==> config.mk <==
export PLATFORM = sky130hd
export DESIGN_NAME = rbb_window
export DESIGN_NICKNAME = d
export VERILOG_FILES = /design/src/hdl/rgb_box_blur_3x3_defines.svh /design/src/hdl/rbb_pkg.sv /design/src/hdl/rbb_window.sv
export SDC_FILE = /design/constraint.sdc
export NUM_CORES = 1
export LEC_CHECK = 0
export BUFFER_PORTS_ARGS = -buffer_cell sky130_fd_sc_hd__buf_2
export CAP_MARGIN = 15
export CORE_UTILIZATION = 55
export DETAILED_ROUTE_END_ITERATION = 10
export PLACE_DENSITY = 0.75
export SLEW_MARGIN = 20
export SYNTH_ARGS = -nofsm -noshare
export SYNTH_HDL_FRONTEND = slang
export SYNTH_SLANG_ARGS = --single-unit
==> constraint.sdc <==
create_clock -name clk_i -period 7.4 [get_ports clk_i]
set_clock_uncertainty 0.1 [all_clocks]
set_input_delay 0.37 -clock clk_i [delete_from_list [all_inputs] [get_ports clk_i]]
set_output_delay 0.37 -clock clk_i [all_outputs]
set_load 0.01 [all_outputs]
==> src/hdl/rgb_box_blur_3x3_defines.svh <==
// assertion macros shared by the blur block
`ifndef RGB_BOX_BLUR_3X3_DEFINES_SVH
`define RGB_BOX_BLUR_3X3_DEFINES_SVH

// property must hold at every clock edge out of reset
`define RBB_ASSERT(lbl, clk, rst_n, prop) \
  lbl: assert property (@(posedge clk) disable iff (!rst_n) (prop)) \
    else $error("rbb assertion failed");

// condition must never be seen out of reset
`define RBB_ASSERT_NEVER(lbl, clk, rst_n, cond) \
  lbl: assert property (@(posedge clk) disable iff (!rst_n) !(cond)) \
    else $error("rbb forbidden condition seen");

`endif

==> src/hdl/rbb_pkg.sv <==
package rbb_pkg;

  localparam int unsigned PIX_W       = 8;
  localparam int unsigned SUM_W       = 12;
  localparam int unsigned WIDTH_W     = 11;
  localparam int unsigned HEIGHT_W    = 12;
  localparam int unsigned CFG_W       = 12;
  localparam int unsigned ROW_W       = 12;
  localparam int unsigned MIN_DIM     = 3;
  localparam int unsigned RECIP_W     = 12;
  localparam int unsigned RECIP_SHIFT = 15;

  localparam logic [WIDTH_W-1:0]  WIDTH_RESET  = 11'd640;
  localparam logic [HEIGHT_W-1:0] HEIGHT_RESET = 12'd480;
  localparam logic [ROW_W-1:0]    ROW_MAX      = '1;
  // ceil(2^15 / 9), exact for sums below 32768
  localparam logic [RECIP_W-1:0]  RECIP_9      = 12'd3641;

  typedef enum logic [0:0] {
    CFG_WIDTH  = 1'b0,
    CFG_HEIGHT = 1'b1
  } cfg_idx_e;

  // red in the lowest bits
  typedef struct packed {
    logic [PIX_W-1:0] blue;
    logic [PIX_W-1:0] green;
    logic [PIX_W-1:0] red;
  } pixel_t;

  typedef struct packed {
    logic border;
    logic last;
  } res_meta_t;

  typedef struct packed {
    logic [SUM_W-1:0] blue;
    logic [SUM_W-1:0] green;
    logic [SUM_W-1:0] red;
  } sums_t;

endpackage

==> src/hdl/rbb_window.sv <==
module rbb_window import rbb_pkg::*; (
  input  logic      clk_i,
  input  logic      rst_ni,
  input  logic      en_i,
  input  logic      in_valid_i,
  input  logic      in_emit_i,
  input  res_meta_t in_meta_i,
  input  pixel_t    older_i,
  input  pixel_t    newer_i,
  input  pixel_t    px_i,
  output logic      valid_o,
  output sums_t     sums_o,
  output pixel_t    centre_o,
  output res_meta_t meta_o
);

  // [row][col], row 0 oldest, col 2 newest
  pixel_t    win_q [3][3];
  logic      win_valid_q;
  res_meta_t win_meta_q;

  logic      s2_valid_q;
  sums_t     s2_sums_q;
  pixel_t    s2_centre_q;
  res_meta_t s2_meta_q;

  sums_t     sums_d;

  always_ff @(posedge clk_i) begin
    if (en_i && in_valid_i) begin
      for (int r = 0; r < 3; r++) begin
        for (int c = 0; c < 2; c++) begin
          win_q[r][c] <= win_q[r][c+1];
        end
      end
      win_q[0][2] <= older_i;
      win_q[1][2] <= newer_i;
      win_q[2][2] <= px_i;
      win_meta_q  <= in_meta_i;
    end
  end

  always_comb begin
    sums_d = '0;
    for (int r = 0; r < 3; r++) begin
      for (int c = 0; c < 3; c++) begin
        sums_d.red   = sums_d.red   + SUM_W'(win_q[r][c].red);
        sums_d.green = sums_d.green + SUM_W'(win_q[r][c].green);
        sums_d.blue  = sums_d.blue  + SUM_W'(win_q[r][c].blue);
      end
    end
  end

  always_ff @(posedge clk_i or negedge rst_ni) begin
    if (!rst_ni) begin
      win_valid_q <= 1'b0;
      s2_valid_q  <= 1'b0;
    end else if (en_i) begin
      win_valid_q <= in_valid_i && in_emit_i;
      s2_valid_q  <= win_valid_q;
    end
  end

  always_ff @(posedge clk_i) begin
    if (en_i && win_valid_q) begin
      s2_sums_q   <= sums_d;
      s2_centre_q <= win_q[1][1];
      s2_meta_q   <= win_meta_q;
    end
  end

  assign valid_o  = s2_valid_q;
  assign sums_o   = s2_sums_q;
  assign centre_o = s2_centre_q;
  assign meta_o   = s2_meta_q;

endmodule

==> flow_summary.toml <==
[finish]
finalInstanceArea_um2 = 16600
drive_above_1_share_pct = 17.0
nets = 1365
n_fill_cell = 1719
antenna_cells = 0
final_util_pct = 67.8
area_growth_pct = 20.3

[grt]
overflow = 0
grt_pass1_vias = 7170
grt.total_usage_pct = 17.4
grt_max_degree = 82
antenna_found_initial = 0
grt_pass1_wl_mm = 35.0

[synth]
synth_edf_count = 280
synth_compound_area_share_pct = 2.11
synth-simple-area-share_pct = 1.44
yosysMostFrequentCell = "edfxtp_1"
yosysTopAreaCell = "edfxtp_1"
synth_fp_nets = 1114
synth_mux_area_share_pct = 0.0816
avgSynthCellArea_um2 = 16.5
syn_area_um2 = 13800
postSynthCellCount = 834
async_reset_ff_share_pct = 0.709
yosys_most_used_dff = "edfxtp_1"
synth-xor-area-share_pct = 1.33
ys_ff_latch = 282
synth_top_cell_area_share_pct = 61.0
synth_top_family_by_area = "adder cells"
ys_warn_count = 0
yosys.cell_types.count = 30
synth_adder_area_share_pct = 27.0
seq_area_frac_synth_pct = 61.3
netlist_top_cells_count = "edfxtp_1, inv_1, fa_1"
yosys-top-cells-area = "edfxtp_1, fa_1, inv_1"

[cts]
clock_latency_ns = 0.54
clk_pin_slew_ns = 0.06
cts_resized = 0
cts_tree = "built"
cts_setup_buffers = 0
clock_sinks = 282
ctsRootBufferMaster = "clkbuf_16"
htree_levels = 1
ctsLongestPathBuffers = 3
cts_buffers = 29

[die]
die_w_um = 160
die-height_um = 160
fp.dieArea_um2 = 25700
coreArea_um2 = 24500
rows = 57
ioPinCount = 142
start_util_pct = 56.4

[routing]
initialDrtViolationCount = 349
wirelength_mm = 20.9
drc = 0
wl_per_cell_um = 14.6
routed-via-count = 6600
drt_first_pass_iters = 4
ant_nets = 0
via_per_inst = 4.61

[flow_run]
max_cap_violations = 0

[timing]
setup_viol = 0
slew_violations = 0
worst_pin_slew_ns = 1.03
relSlewSlack_pct = 31.2
rsz0062_at_grt = "false"
finalHoldViolations = 0
final.setup.tns_ns = 0
final.period_utilization_pct = 59.2
max_freq_mhz = 228
fin_crit_ns = 4.38

[power]
ir_drop_uv = 198
p_sw_share_pct = 31.8
p_clk_share_pct = 25.2
seqPwrFrac_pct = 38.2
comb_power_share_pct = 36.6
p_sw_w = 0.00173
p_total_w = 0.00544
p_per_area_nw_per_um2 = 328
leakage_nw = 6.99
power.internal_w = 0.00371

[placement]
place_congestion = 0.721
post-dp-hpwl_mm = 14.3
port_buffers = 141
dpl_cell_area_um2 = 14900

[critical_path]
worstSetupStartpointType = "flop"
crit_path_end_kind = "flop"
r2r_slack_ns = 3.02
cp.arrival_ns = 4.57
cp.required_ns = 7.59
path_max_fanout = 3
crit_type = "flop to flop"

[min_path]
min_path_type = "primary input to asynchronous set/reset pin"

[outcome]
status = "finished clean"
==> routing by layer <==
| metal | GRT usage (%) | wire (um) |
|---|---|---|
| met1 | 24.1 | 9330 |
| met3 | 2.61 | 665 |
| met5 | 0 | 0 |
| met2 | 29.5 | 10600 |
| met4 | 4.20 | 309 |
==> area by class of cell <==
class                   count  area, um2  area share, %
well taps                 324        405           2.44
clock buffers              37        756           4.56
repair buffers            220       1490           8.99
flip-flops and latches    282       8460           51.0
inverters                 245        920           5.54
clock inverters            17        136          0.822
multi-input cells         307       4420           26.7
==> cell families (layout without fill, tap and decap cells) <==
kind of cell             Yosys count  after routing
AO/OA/AOI/OAI                     43             43
XOR/XNOR                          21             21
adder cells (fa/ha/maj)          201            201
buffers and inverters            245            519
flip-flops                       282            282
multiplexers                       1              1
AND/OR/NAND/NOR                   41             41
==> flip-flops by register name (all words and copies together), names as in the netlist <==
| name | cells |
|---|---|
| sums_o | 36 |
| valid_o | 1 |
| meta_o | 2 |
| win_valid_q | 1 |
| win_meta_q | 2 |
| centre_o | 24 |
| win_q | 216 |
==> through the flow <==
| stage | cells | hold WS [ns] | setup slack [ns] |
|---|---|---|---|
| floorplan | 834 | -0.0256 | 1.39 |
| global placement | 1301 | 0.0541 | 3.11 |
| detailed placement | 1301 | 0.0571 | 3.02 |
| CTS | 1432 | 0.00445 | 3.01 |
| global route | 1432 | 0.0290 | 2.79 |
| finish | 1432 | 0.0413 | 3.02 |
==> cells in the final DEF, fill, tap and decap left out, drive strengths merged <==
cell type / instances
edfxtp: 280
ha: 39
nor2: 15
fa: 162
a21o: 3
and2: 2
bufinv: 2
o21ai: 7
nand2: 9
inv: 246
buf: 143
dlygate4sd3: 77
clkinvlp: 2
nor3: 3
o211ai: 4
o41ai: 1
a211oi: 3
dfrtp: 2
o41a: 1
xor2: 4
nor2b: 5
and3: 1
clkinv: 12
or2: 1
a31oi: 4
mux2: 1
xnor2: 17
clkbuf: 37
o2111ai: 2
a21oi: 12
o21bai: 4
o21a: 2
nand3: 5
==> worst max-delay path, cell delays in order, from the launching register on <==
cell      delay, ns
edfxtp_1       0.42
fa_1           0.57
fa_1           0.44
fa_1           0.54
inv_1          0.05
fa_1           0.48
inv_1          0.04
ha_1           0.24
fa_1           0.48
a21oi_1        0.24
o211ai_1       0.19
o41ai_2        0.25
xnor2_1        0.09
==> worst paths after layout <==
check | from | depth (start not counted) | to
setup reg to reg | win_q[0][146] | 12 | sums_o[10]
hold / removal | rst_ni | 2 | valid_o
max in group asynchronous | rst_ni | 2 | win_valid_q
min in group clk_i | win_meta_q[1] | 0 | meta_o[1]
setup / recovery | win_q[0][146] | 12 | sums_o[10]
hold reg to reg | win_meta_q[1] | 0 | meta_o[1]
==> power by group through the flow <==
| stage | combinational, W | sequential (W) | clock, W |
|---|---|---|---|
| floorplan | 0.00151 | 0.00213 | 0 |
| global placement | 0.00190 | 0.00211 | 0 |
| detailed placement | 0.00196 | 0.00211 | 0 |
| CTS | 0.00201 | 0.00208 | 0.00142 |
| global route | 0.00230 | 0.00208 | 0.00147 |
| finish | 0.00199 | 0.00207 | 0.00137 |
==> timing repair <==
action | in CTS | in global routing
endpoints found under the setup margin | 0 | 0
hold buffers | 77 | 0
endpoints found under the hold margin | 77 | 0
(Power assumes the default switching activity.)
