## config.mk

```make
export PLATFORM = sky130hd
export DESIGN_NAME = rbb_out_stage
export DESIGN_NICKNAME = d
export VERILOG_FILES = /design/src/hdl/rbb_pkg.sv /design/src/hdl/rbb_out_stage.sv
export VERILOG_INCLUDE_DIRS = /design/src /design/src/hdl
export SDC_FILE = /design/constraint.sdc
export NUM_CORES = 1
export LEC_CHECK = 0
export ABC_CLOCK_PERIOD_IN_PS = 2940
export BUFFER_PORTS_ARGS = -buffer_cell sky130_fd_sc_hd__buf_4
export CAP_MARGIN = 10
export CORE_MARGIN = 10
export CORE_UTILIZATION = 28
export CTS_CLUSTER_DIAMETER = 80
export DETAILED_ROUTE_END_ITERATION = 10
export RECOVER_POWER = 25
export SYNTH_ARGS = -nofsm -noshare
export SYNTH_HDL_FRONTEND = slang
export SYNTH_SLANG_ARGS = --single-unit
```

## constraint.sdc

```tcl
create_clock -name clk_i -period 2.94 [get_ports clk_i]
set_input_delay 0.294 -clock clk_i [delete_from_list [all_inputs] [get_ports clk_i]]
set_output_delay 0.294 -clock clk_i [all_outputs]
set_load 0.005 [all_outputs]
```

## src/hdl/rgb_box_blur_3x3_defines.svh

```systemverilog
// assertion macros shared by the blur block
`ifndef RGB_BOX_BLUR_3X3_DEFINES_SVH
`define RGB_BOX_BLUR_3X3_DEFINES_SVH

// property must hold at every clock edge out of reset
`define RBB_ASSERT(lbl, clk, rst_n, prop) \
  lbl: assert property (@(posedge clk) disable iff (!rst_n) (prop)) \
    else $error("rbb assertion failed");

// condition must never be seen out of reset
`define RBB_ASSERT_NEVER(lbl, clk, rst_n, cond) \
  lbl: assert property (@(posedge clk) disable iff (!rst_n) !(cond)) \
    else $error("rbb forbidden condition seen");

`endif

```

## src/hdl/rbb_pkg.sv

```systemverilog
package rbb_pkg;

  localparam int unsigned PIX_W       = 8;
  localparam int unsigned SUM_W       = 12;
  localparam int unsigned WIDTH_W     = 11;
  localparam int unsigned HEIGHT_W    = 12;
  localparam int unsigned CFG_W       = 12;
  localparam int unsigned ROW_W       = 12;
  localparam int unsigned MIN_DIM     = 3;
  localparam int unsigned RECIP_W     = 12;
  localparam int unsigned RECIP_SHIFT = 15;

  localparam logic [WIDTH_W-1:0]  WIDTH_RESET  = 11'd640;
  localparam logic [HEIGHT_W-1:0] HEIGHT_RESET = 12'd480;
  localparam logic [ROW_W-1:0]    ROW_MAX      = '1;
  // ceil(2^15 / 9), exact for sums below 32768
  localparam logic [RECIP_W-1:0]  RECIP_9      = 12'd3641;

  typedef enum logic [0:0] {
    CFG_WIDTH  = 1'b0,
    CFG_HEIGHT = 1'b1
  } cfg_idx_e;

  // red in the lowest bits
  typedef struct packed {
    logic [PIX_W-1:0] blue;
    logic [PIX_W-1:0] green;
    logic [PIX_W-1:0] red;
  } pixel_t;

  typedef struct packed {
    logic border;
    logic last;
  } res_meta_t;

  typedef struct packed {
    logic [SUM_W-1:0] blue;
    logic [SUM_W-1:0] green;
    logic [SUM_W-1:0] red;
  } sums_t;

endpackage

```

## src/hdl/rbb_out_stage.sv

```systemverilog
`include "rgb_box_blur_3x3_defines.svh"

module rbb_out_stage import rbb_pkg::*; (
  input  logic      clk_i,
  input  logic      rst_ni,
  input  logic      valid_i,
  input  sums_t     sums_i,
  input  pixel_t    centre_i,
  input  res_meta_t meta_i,
  output logic      ready_o,
  output logic      m_valid_o,
  input  logic      m_ready_i,
  output pixel_t    m_pixel_o,
  output logic      m_last_o
);

  localparam int unsigned PROD_W = SUM_W + RECIP_W;

  logic              out_valid_q;
  pixel_t            out_pixel_q;
  logic              out_last_q;
  logic              skid_valid_q;
  pixel_t            skid_pixel_q;
  logic              skid_last_q;

  logic              new_valid;
  pixel_t            new_pixel;
  logic [PROD_W-1:0] prod_r;
  logic [PROD_W-1:0] prod_g;
  logic [PROD_W-1:0] prod_b;
  logic              out_free;

  // floor(sum / 9) by reciprocal multiply
  assign prod_r = PROD_W'(sums_i.red)   * PROD_W'(RECIP_9);
  assign prod_g = PROD_W'(sums_i.green) * PROD_W'(RECIP_9);
  assign prod_b = PROD_W'(sums_i.blue)  * PROD_W'(RECIP_9);

  always_comb begin
    if (meta_i.border) begin
      new_pixel = centre_i;
    end else begin
      new_pixel.red   = prod_r[RECIP_SHIFT +: PIX_W];
      new_pixel.green = prod_g[RECIP_SHIFT +: PIX_W];
      new_pixel.blue  = prod_b[RECIP_SHIFT +: PIX_W];
    end
  end

  assign ready_o   = !skid_valid_q;
  assign new_valid = valid_i && !skid_valid_q;
  assign out_free  = !out_valid_q || m_ready_i;

  always_ff @(posedge clk_i or negedge rst_ni) begin
    if (!rst_ni) begin
      out_valid_q  <= 1'b0;
      skid_valid_q <= 1'b0;
    end else if (out_free) begin
      out_valid_q  <= skid_valid_q || new_valid;
      skid_valid_q <= 1'b0;
    end else if (new_valid) begin
      skid_valid_q <= 1'b1;
    end
  end

  always_ff @(posedge clk_i) begin
    if (out_free) begin
      if (skid_valid_q) begin
        out_pixel_q <= skid_pixel_q;
        out_last_q  <= skid_last_q;
      end else if (new_valid) begin
        out_pixel_q <= new_pixel;
        out_last_q  <= meta_i.last;
      end
    end else if (new_valid) begin
      skid_pixel_q <= new_pixel;
      skid_last_q  <= meta_i.last;
    end
  end

  assign m_valid_o = out_valid_q;
  assign m_pixel_o = out_pixel_q;
  assign m_last_o  = out_last_q;

  `RBB_ASSERT(a_skid_fill_cause, clk_i, rst_ni, $rose(skid_valid_q) |-> $past(out_valid_q && !m_ready_i))
  `RBB_ASSERT(a_skid_drains, clk_i, rst_ni, (skid_valid_q && m_ready_i) |=> !skid_valid_q)

endmodule

```

==> flow_summary.yaml <==
sta:
  skew_ns: 0.007287
  worst-slew-pin-transition_ns: 0.4946
  timing.max_slew.rel_slack: 0.6695
  fmax_ghz: 0.2266
  timing.final.max_slew_violations: 0
  setup-violations-final: 48
  fin_crit_sh: 1.501
  min_period_ns: 4.412
  grt_setup_unrepaired: "yes"
  fin_hold_ws_ns: 0.1999
  finalHoldViolCount: 0
  setup_ws_ns: -1.472
cts:
  cts_htree_levels: 2
  cts_made_buffers: 5
  clock-sinks: 52
  worstSkewPairLatency_ns: 0.30
  clk_pin_slew_ns: 0.07
  clk_root_buffer_cell: "sky130_fd_sc_hd__clkbuf_16"
  tritoncts: "done"
  cts.path.max_buffers: 2
floorplan:
  chipHeight_um: 194.5
  chipWidth_um: 194.5
  placementRows: 63
  initial_utilization: 0.2860
  pin_count: 93
  die_area_sq_um: 37810
  fp.coreArea_sq_um: 29800
synth:
  syn-num-nets: 1199
  synth.area.top_cells: "sky130_fd_sc_hd__ha_1 29%, sky130_fd_sc_hd__fa_1 20%, sky130_fd_sc_hd__edfxtp_1 18%, sky130_fd_sc_hd__inv_1 7.3%, sky130_fd_sc_hd__xnor2_1 2.2%"
  synth_top_flop_cell: "sky130_fd_sc_hd__edfxtp_1"
  post_synth_inst_count: 847
  post-synth-top-area-cell: "sky130_fd_sc_hd__ha_1"
  post-synth-top-count-cell: "sky130_fd_sc_hd__ha_1"
  synth_edf_count: 50
  yosys_warnings: 0
  synthDominantCellAreaShare: 0.2922
  async_flop_share: 0.03846
  synth_top_cells_by_count: "199 x sky130_fd_sc_hd__ha_1, 166 x sky130_fd_sc_hd__inv_1, 87 x sky130_fd_sc_hd__fa_1, 50 x sky130_fd_sc_hd__edfxtp_1, 48 x sky130_fd_sc_hd__nand2_1"
  synthesis.area_sq_um: 8522
  synth_sequential_area_ratio: 0.1821
  ys_ff_latch: 52
  syn_avg_cell_area_sq_um: 10.06
  ys_types: 50
place:
  dp_slack_ns: -1.922
  finalWeightedCongestion: 0.8533
  dpl.hpwl_um: 20080
  port-buffer-count: 92
route:
  drcViolationCount: 0
  drt_iter0_markers: 216
  vias_per_cell: 4.554
  antenna_left: 0
  firstDrtPassIters: 5
  routed_wire_length_per_instance_um: 15.12
  vias: 7064
  totalWireLength_um: 23460
cells_and_area:
  number_of_nets_in_the_finished_design: 1512
  antennaDiodeCount: 0
  flow.area_growth_from_synthesis_pct: 47.63
  layout_cell_share_with_drive_strength_beyond_1: 0.4220
run:
  cap_viol_max_count: 0
pwr:
  power_density_nw_per_um2: 977.7
  peakVddDrop_uv: 490.4
  cellLeakagePower_uw: 0.006232
  power_uw: 12300
min_path:
  holdCritPathClass: "primary input to flop"
status:
  outcome: "finished with violations"
  violations: "setup timing"
grt:
  grt_pass1_wl_um: 39210
  grt_usage: 0.1241
  gr_ovfl_total: 0
  first_global_vias: 7773
  grt_start_max_net_pins: 39
  antenna_found_initial: 1
setup_path:
  cp.required_ns: 2.99
  timing.critical_path.from_type: "primary input"
  cp-end-kind: "flop"
  path_class: "primary input to flop"
  crit_path_max_fanout: 3
  cp.arrival_ns: 4.46
==> sequential cells by signal, indices dropped and copies added (netlist names) <==
| name | count |
|---|---|
| skid_valid_q | 1 |
| skid_pixel_q | 24 |
| m_last_o | 1 |
| m_pixel_o | 24 |
| m_valid_o | 1 |
| skid_last_q | 1 |
==> worst max-delay path: stages <==
cell and delay (ns):
sky130_fd_sc_hd__buf_8 0.09, sky130_fd_sc_hd__inv_8 0.03, sky130_fd_sc_hd__fa_1 0.55, sky130_fd_sc_hd__inv_2 0.06, sky130_fd_sc_hd__ha_4 0.27, sky130_fd_sc_hd__inv_2 0.03
sky130_fd_sc_hd__fa_1 0.48, sky130_fd_sc_hd__inv_1 0.05, sky130_fd_sc_hd__fa_1 0.47, sky130_fd_sc_hd__inv_1 0.05, sky130_fd_sc_hd__fa_1 0.50, sky130_fd_sc_hd__inv_2 0.05
sky130_fd_sc_hd__ha_4 0.15, sky130_fd_sc_hd__a21o_1 0.16, sky130_fd_sc_hd__a31o_1 0.20, sky130_fd_sc_hd__a211o_1 0.23, sky130_fd_sc_hd__a311o_1 0.30, sky130_fd_sc_hd__a21oi_2 0.17
sky130_fd_sc_hd__xnor2_1 0.09, sky130_fd_sc_hd__mux2_4 0.25
==> cells in the final DEF, fill, tap and decap left out, types with 5 or more instances in the layout <==
cell | synthesis | routed
sky130_fd_sc_hd__ha_4 | 0 | 28
sky130_fd_sc_hd__edfxtp_1 | 50 | 50
sky130_fd_sc_hd__mux2_4 | 1 | 11
sky130_fd_sc_hd__clkbuf_4 | 0 | 9
sky130_fd_sc_hd__buf_4 | 0 | 278
sky130_fd_sc_hd__fa_1 | 87 | 83
sky130_fd_sc_hd__buf_6 | 1 | 19
sky130_fd_sc_hd__and3_1 | 10 | 7
sky130_fd_sc_hd__nand4_1 | 6 | 6
sky130_fd_sc_hd__inv_2 | 1 | 34
sky130_fd_sc_hd__a21oi_1 | 26 | 15
sky130_fd_sc_hd__o21ai_2 | 1 | 7
sky130_fd_sc_hd__nor2_1 | 25 | 17
sky130_fd_sc_hd__xnor2_1 | 21 | 18
sky130_fd_sc_hd__clkinvlp_4 | 0 | 5
sky130_fd_sc_hd__o21ai_0 | 32 | 10
sky130_fd_sc_hd__xor2_1 | 14 | 13
sky130_fd_sc_hd__o22ai_1 | 12 | 12
sky130_fd_sc_hd__a21o_1 | 22 | 22
sky130_fd_sc_hd__o21ai_1 | 0 | 13
sky130_fd_sc_hd__ha_1 | 199 | 169
sky130_fd_sc_hd__o21a_1 | 5 | 5
sky130_fd_sc_hd__clkbuf_16 | 0 | 5
sky130_fd_sc_hd__nand2_1 | 48 | 45
sky130_fd_sc_hd__clkbuf_1 | 13 | 8
sky130_fd_sc_hd__nand3_1 | 9 | 7
sky130_fd_sc_hd__a21oi_2 | 1 | 9
sky130_fd_sc_hd__inv_1 | 166 | 126
sky130_fd_sc_hd__nor3_1 | 13 | 10
==> final cells by class <==
cell class / instances / area [sq um]
Timing Repair Buffer: 320 / 2489
Multi-Input combinational cell: 614 / 7242
Sequential cell: 52 / 1551
Clock inverter: 3 / 21.27
Tap cell: 390 / 488.0
Inverter: 167 / 664.4
Fill cell: 2885 / 17220
Clock buffer: 5 / 125.1
==> per-layer routing <==
metal | wire, um | vias to the layer above | global-route usage | share of wire
li1 | - | 3516 | - | -
met1 | 10590 | 3415 | 0.1559 | 0.45
met2 | 11480 | 108 | 0.2154 | 0.49
met3 | 1085 | 23 | 0.02616 | 0.046
met4 | 295 | 2 | 0.02101 | 0.013
met5 | 8 | - | 0 | 0.00034
==> power by group <==
part | internal, uW | leakage, uW | switching [uW]
clock | 318 | 0.0000702 | 289
sequential | 1110 | 0.000494 | 69.2
combinational | 5420 | 0.00567 | 5090
==> repair_timing <==
| action | 4_1_cts | 5_1_grt |
|---|---|---|
| resized for setup | 111 | 57 |
| pin swaps | 77 | 45 |
| buffers inserted | 25 | 8 |
| hold endpoints to repair | 2 | 0 |
| hold buffers | 1 | 0 |
| setup endpoints to repair | 48 | 48 |
==> path summary, 6_finish.rpt <==
path	startpoint	slack, ns	depth (start not counted)	endpoint
max	sums_i[14]	-1.47	20	skid_pixel_q[12]
min	meta_i[0]	0.20	1	skid_last_q
max reg2reg	skid_valid_q	1.15	5	m_pixel_o[6]
min reg2reg	skid_pixel_q[18]	0.55	1	m_pixel_o[18]
max in group asynchronous	rst_ni	2.52	2	m_valid_o
min in group asynchronous	rst_ni	0.30	2	skid_valid_q
==> logic make-up after synthesis <==
kind of cell,count (synthesis),synth area share
flip-flops,52,0.1821
XOR/XNOR,35,0.03597
AND/OR/NAND/NOR,135,0.07606
multiplexers,14,0.01894
buffers and inverters,181,0.08061
adder cells (fa/ha/maj),286,0.4965
AO/OA/AOI/OAI,144,0.1098
==> per-stage QoR <==
stage          std cells  TNS [ns]  area (sq um)    util
2_1_floorplan        847    -61.13          8832       -
3_5_place_dp        1515    -82.14         11470  0.3848
3_3_place_gp        1515    -80.06         11470  0.3848
6_report            1551    -61.06         12580  0.4222
5_1_grt             1551    -68.26         12580  0.4222
4_1_cts             1546    -61.02         12360  0.4148
No activity file was read; power rests on OpenSTA's default activity.
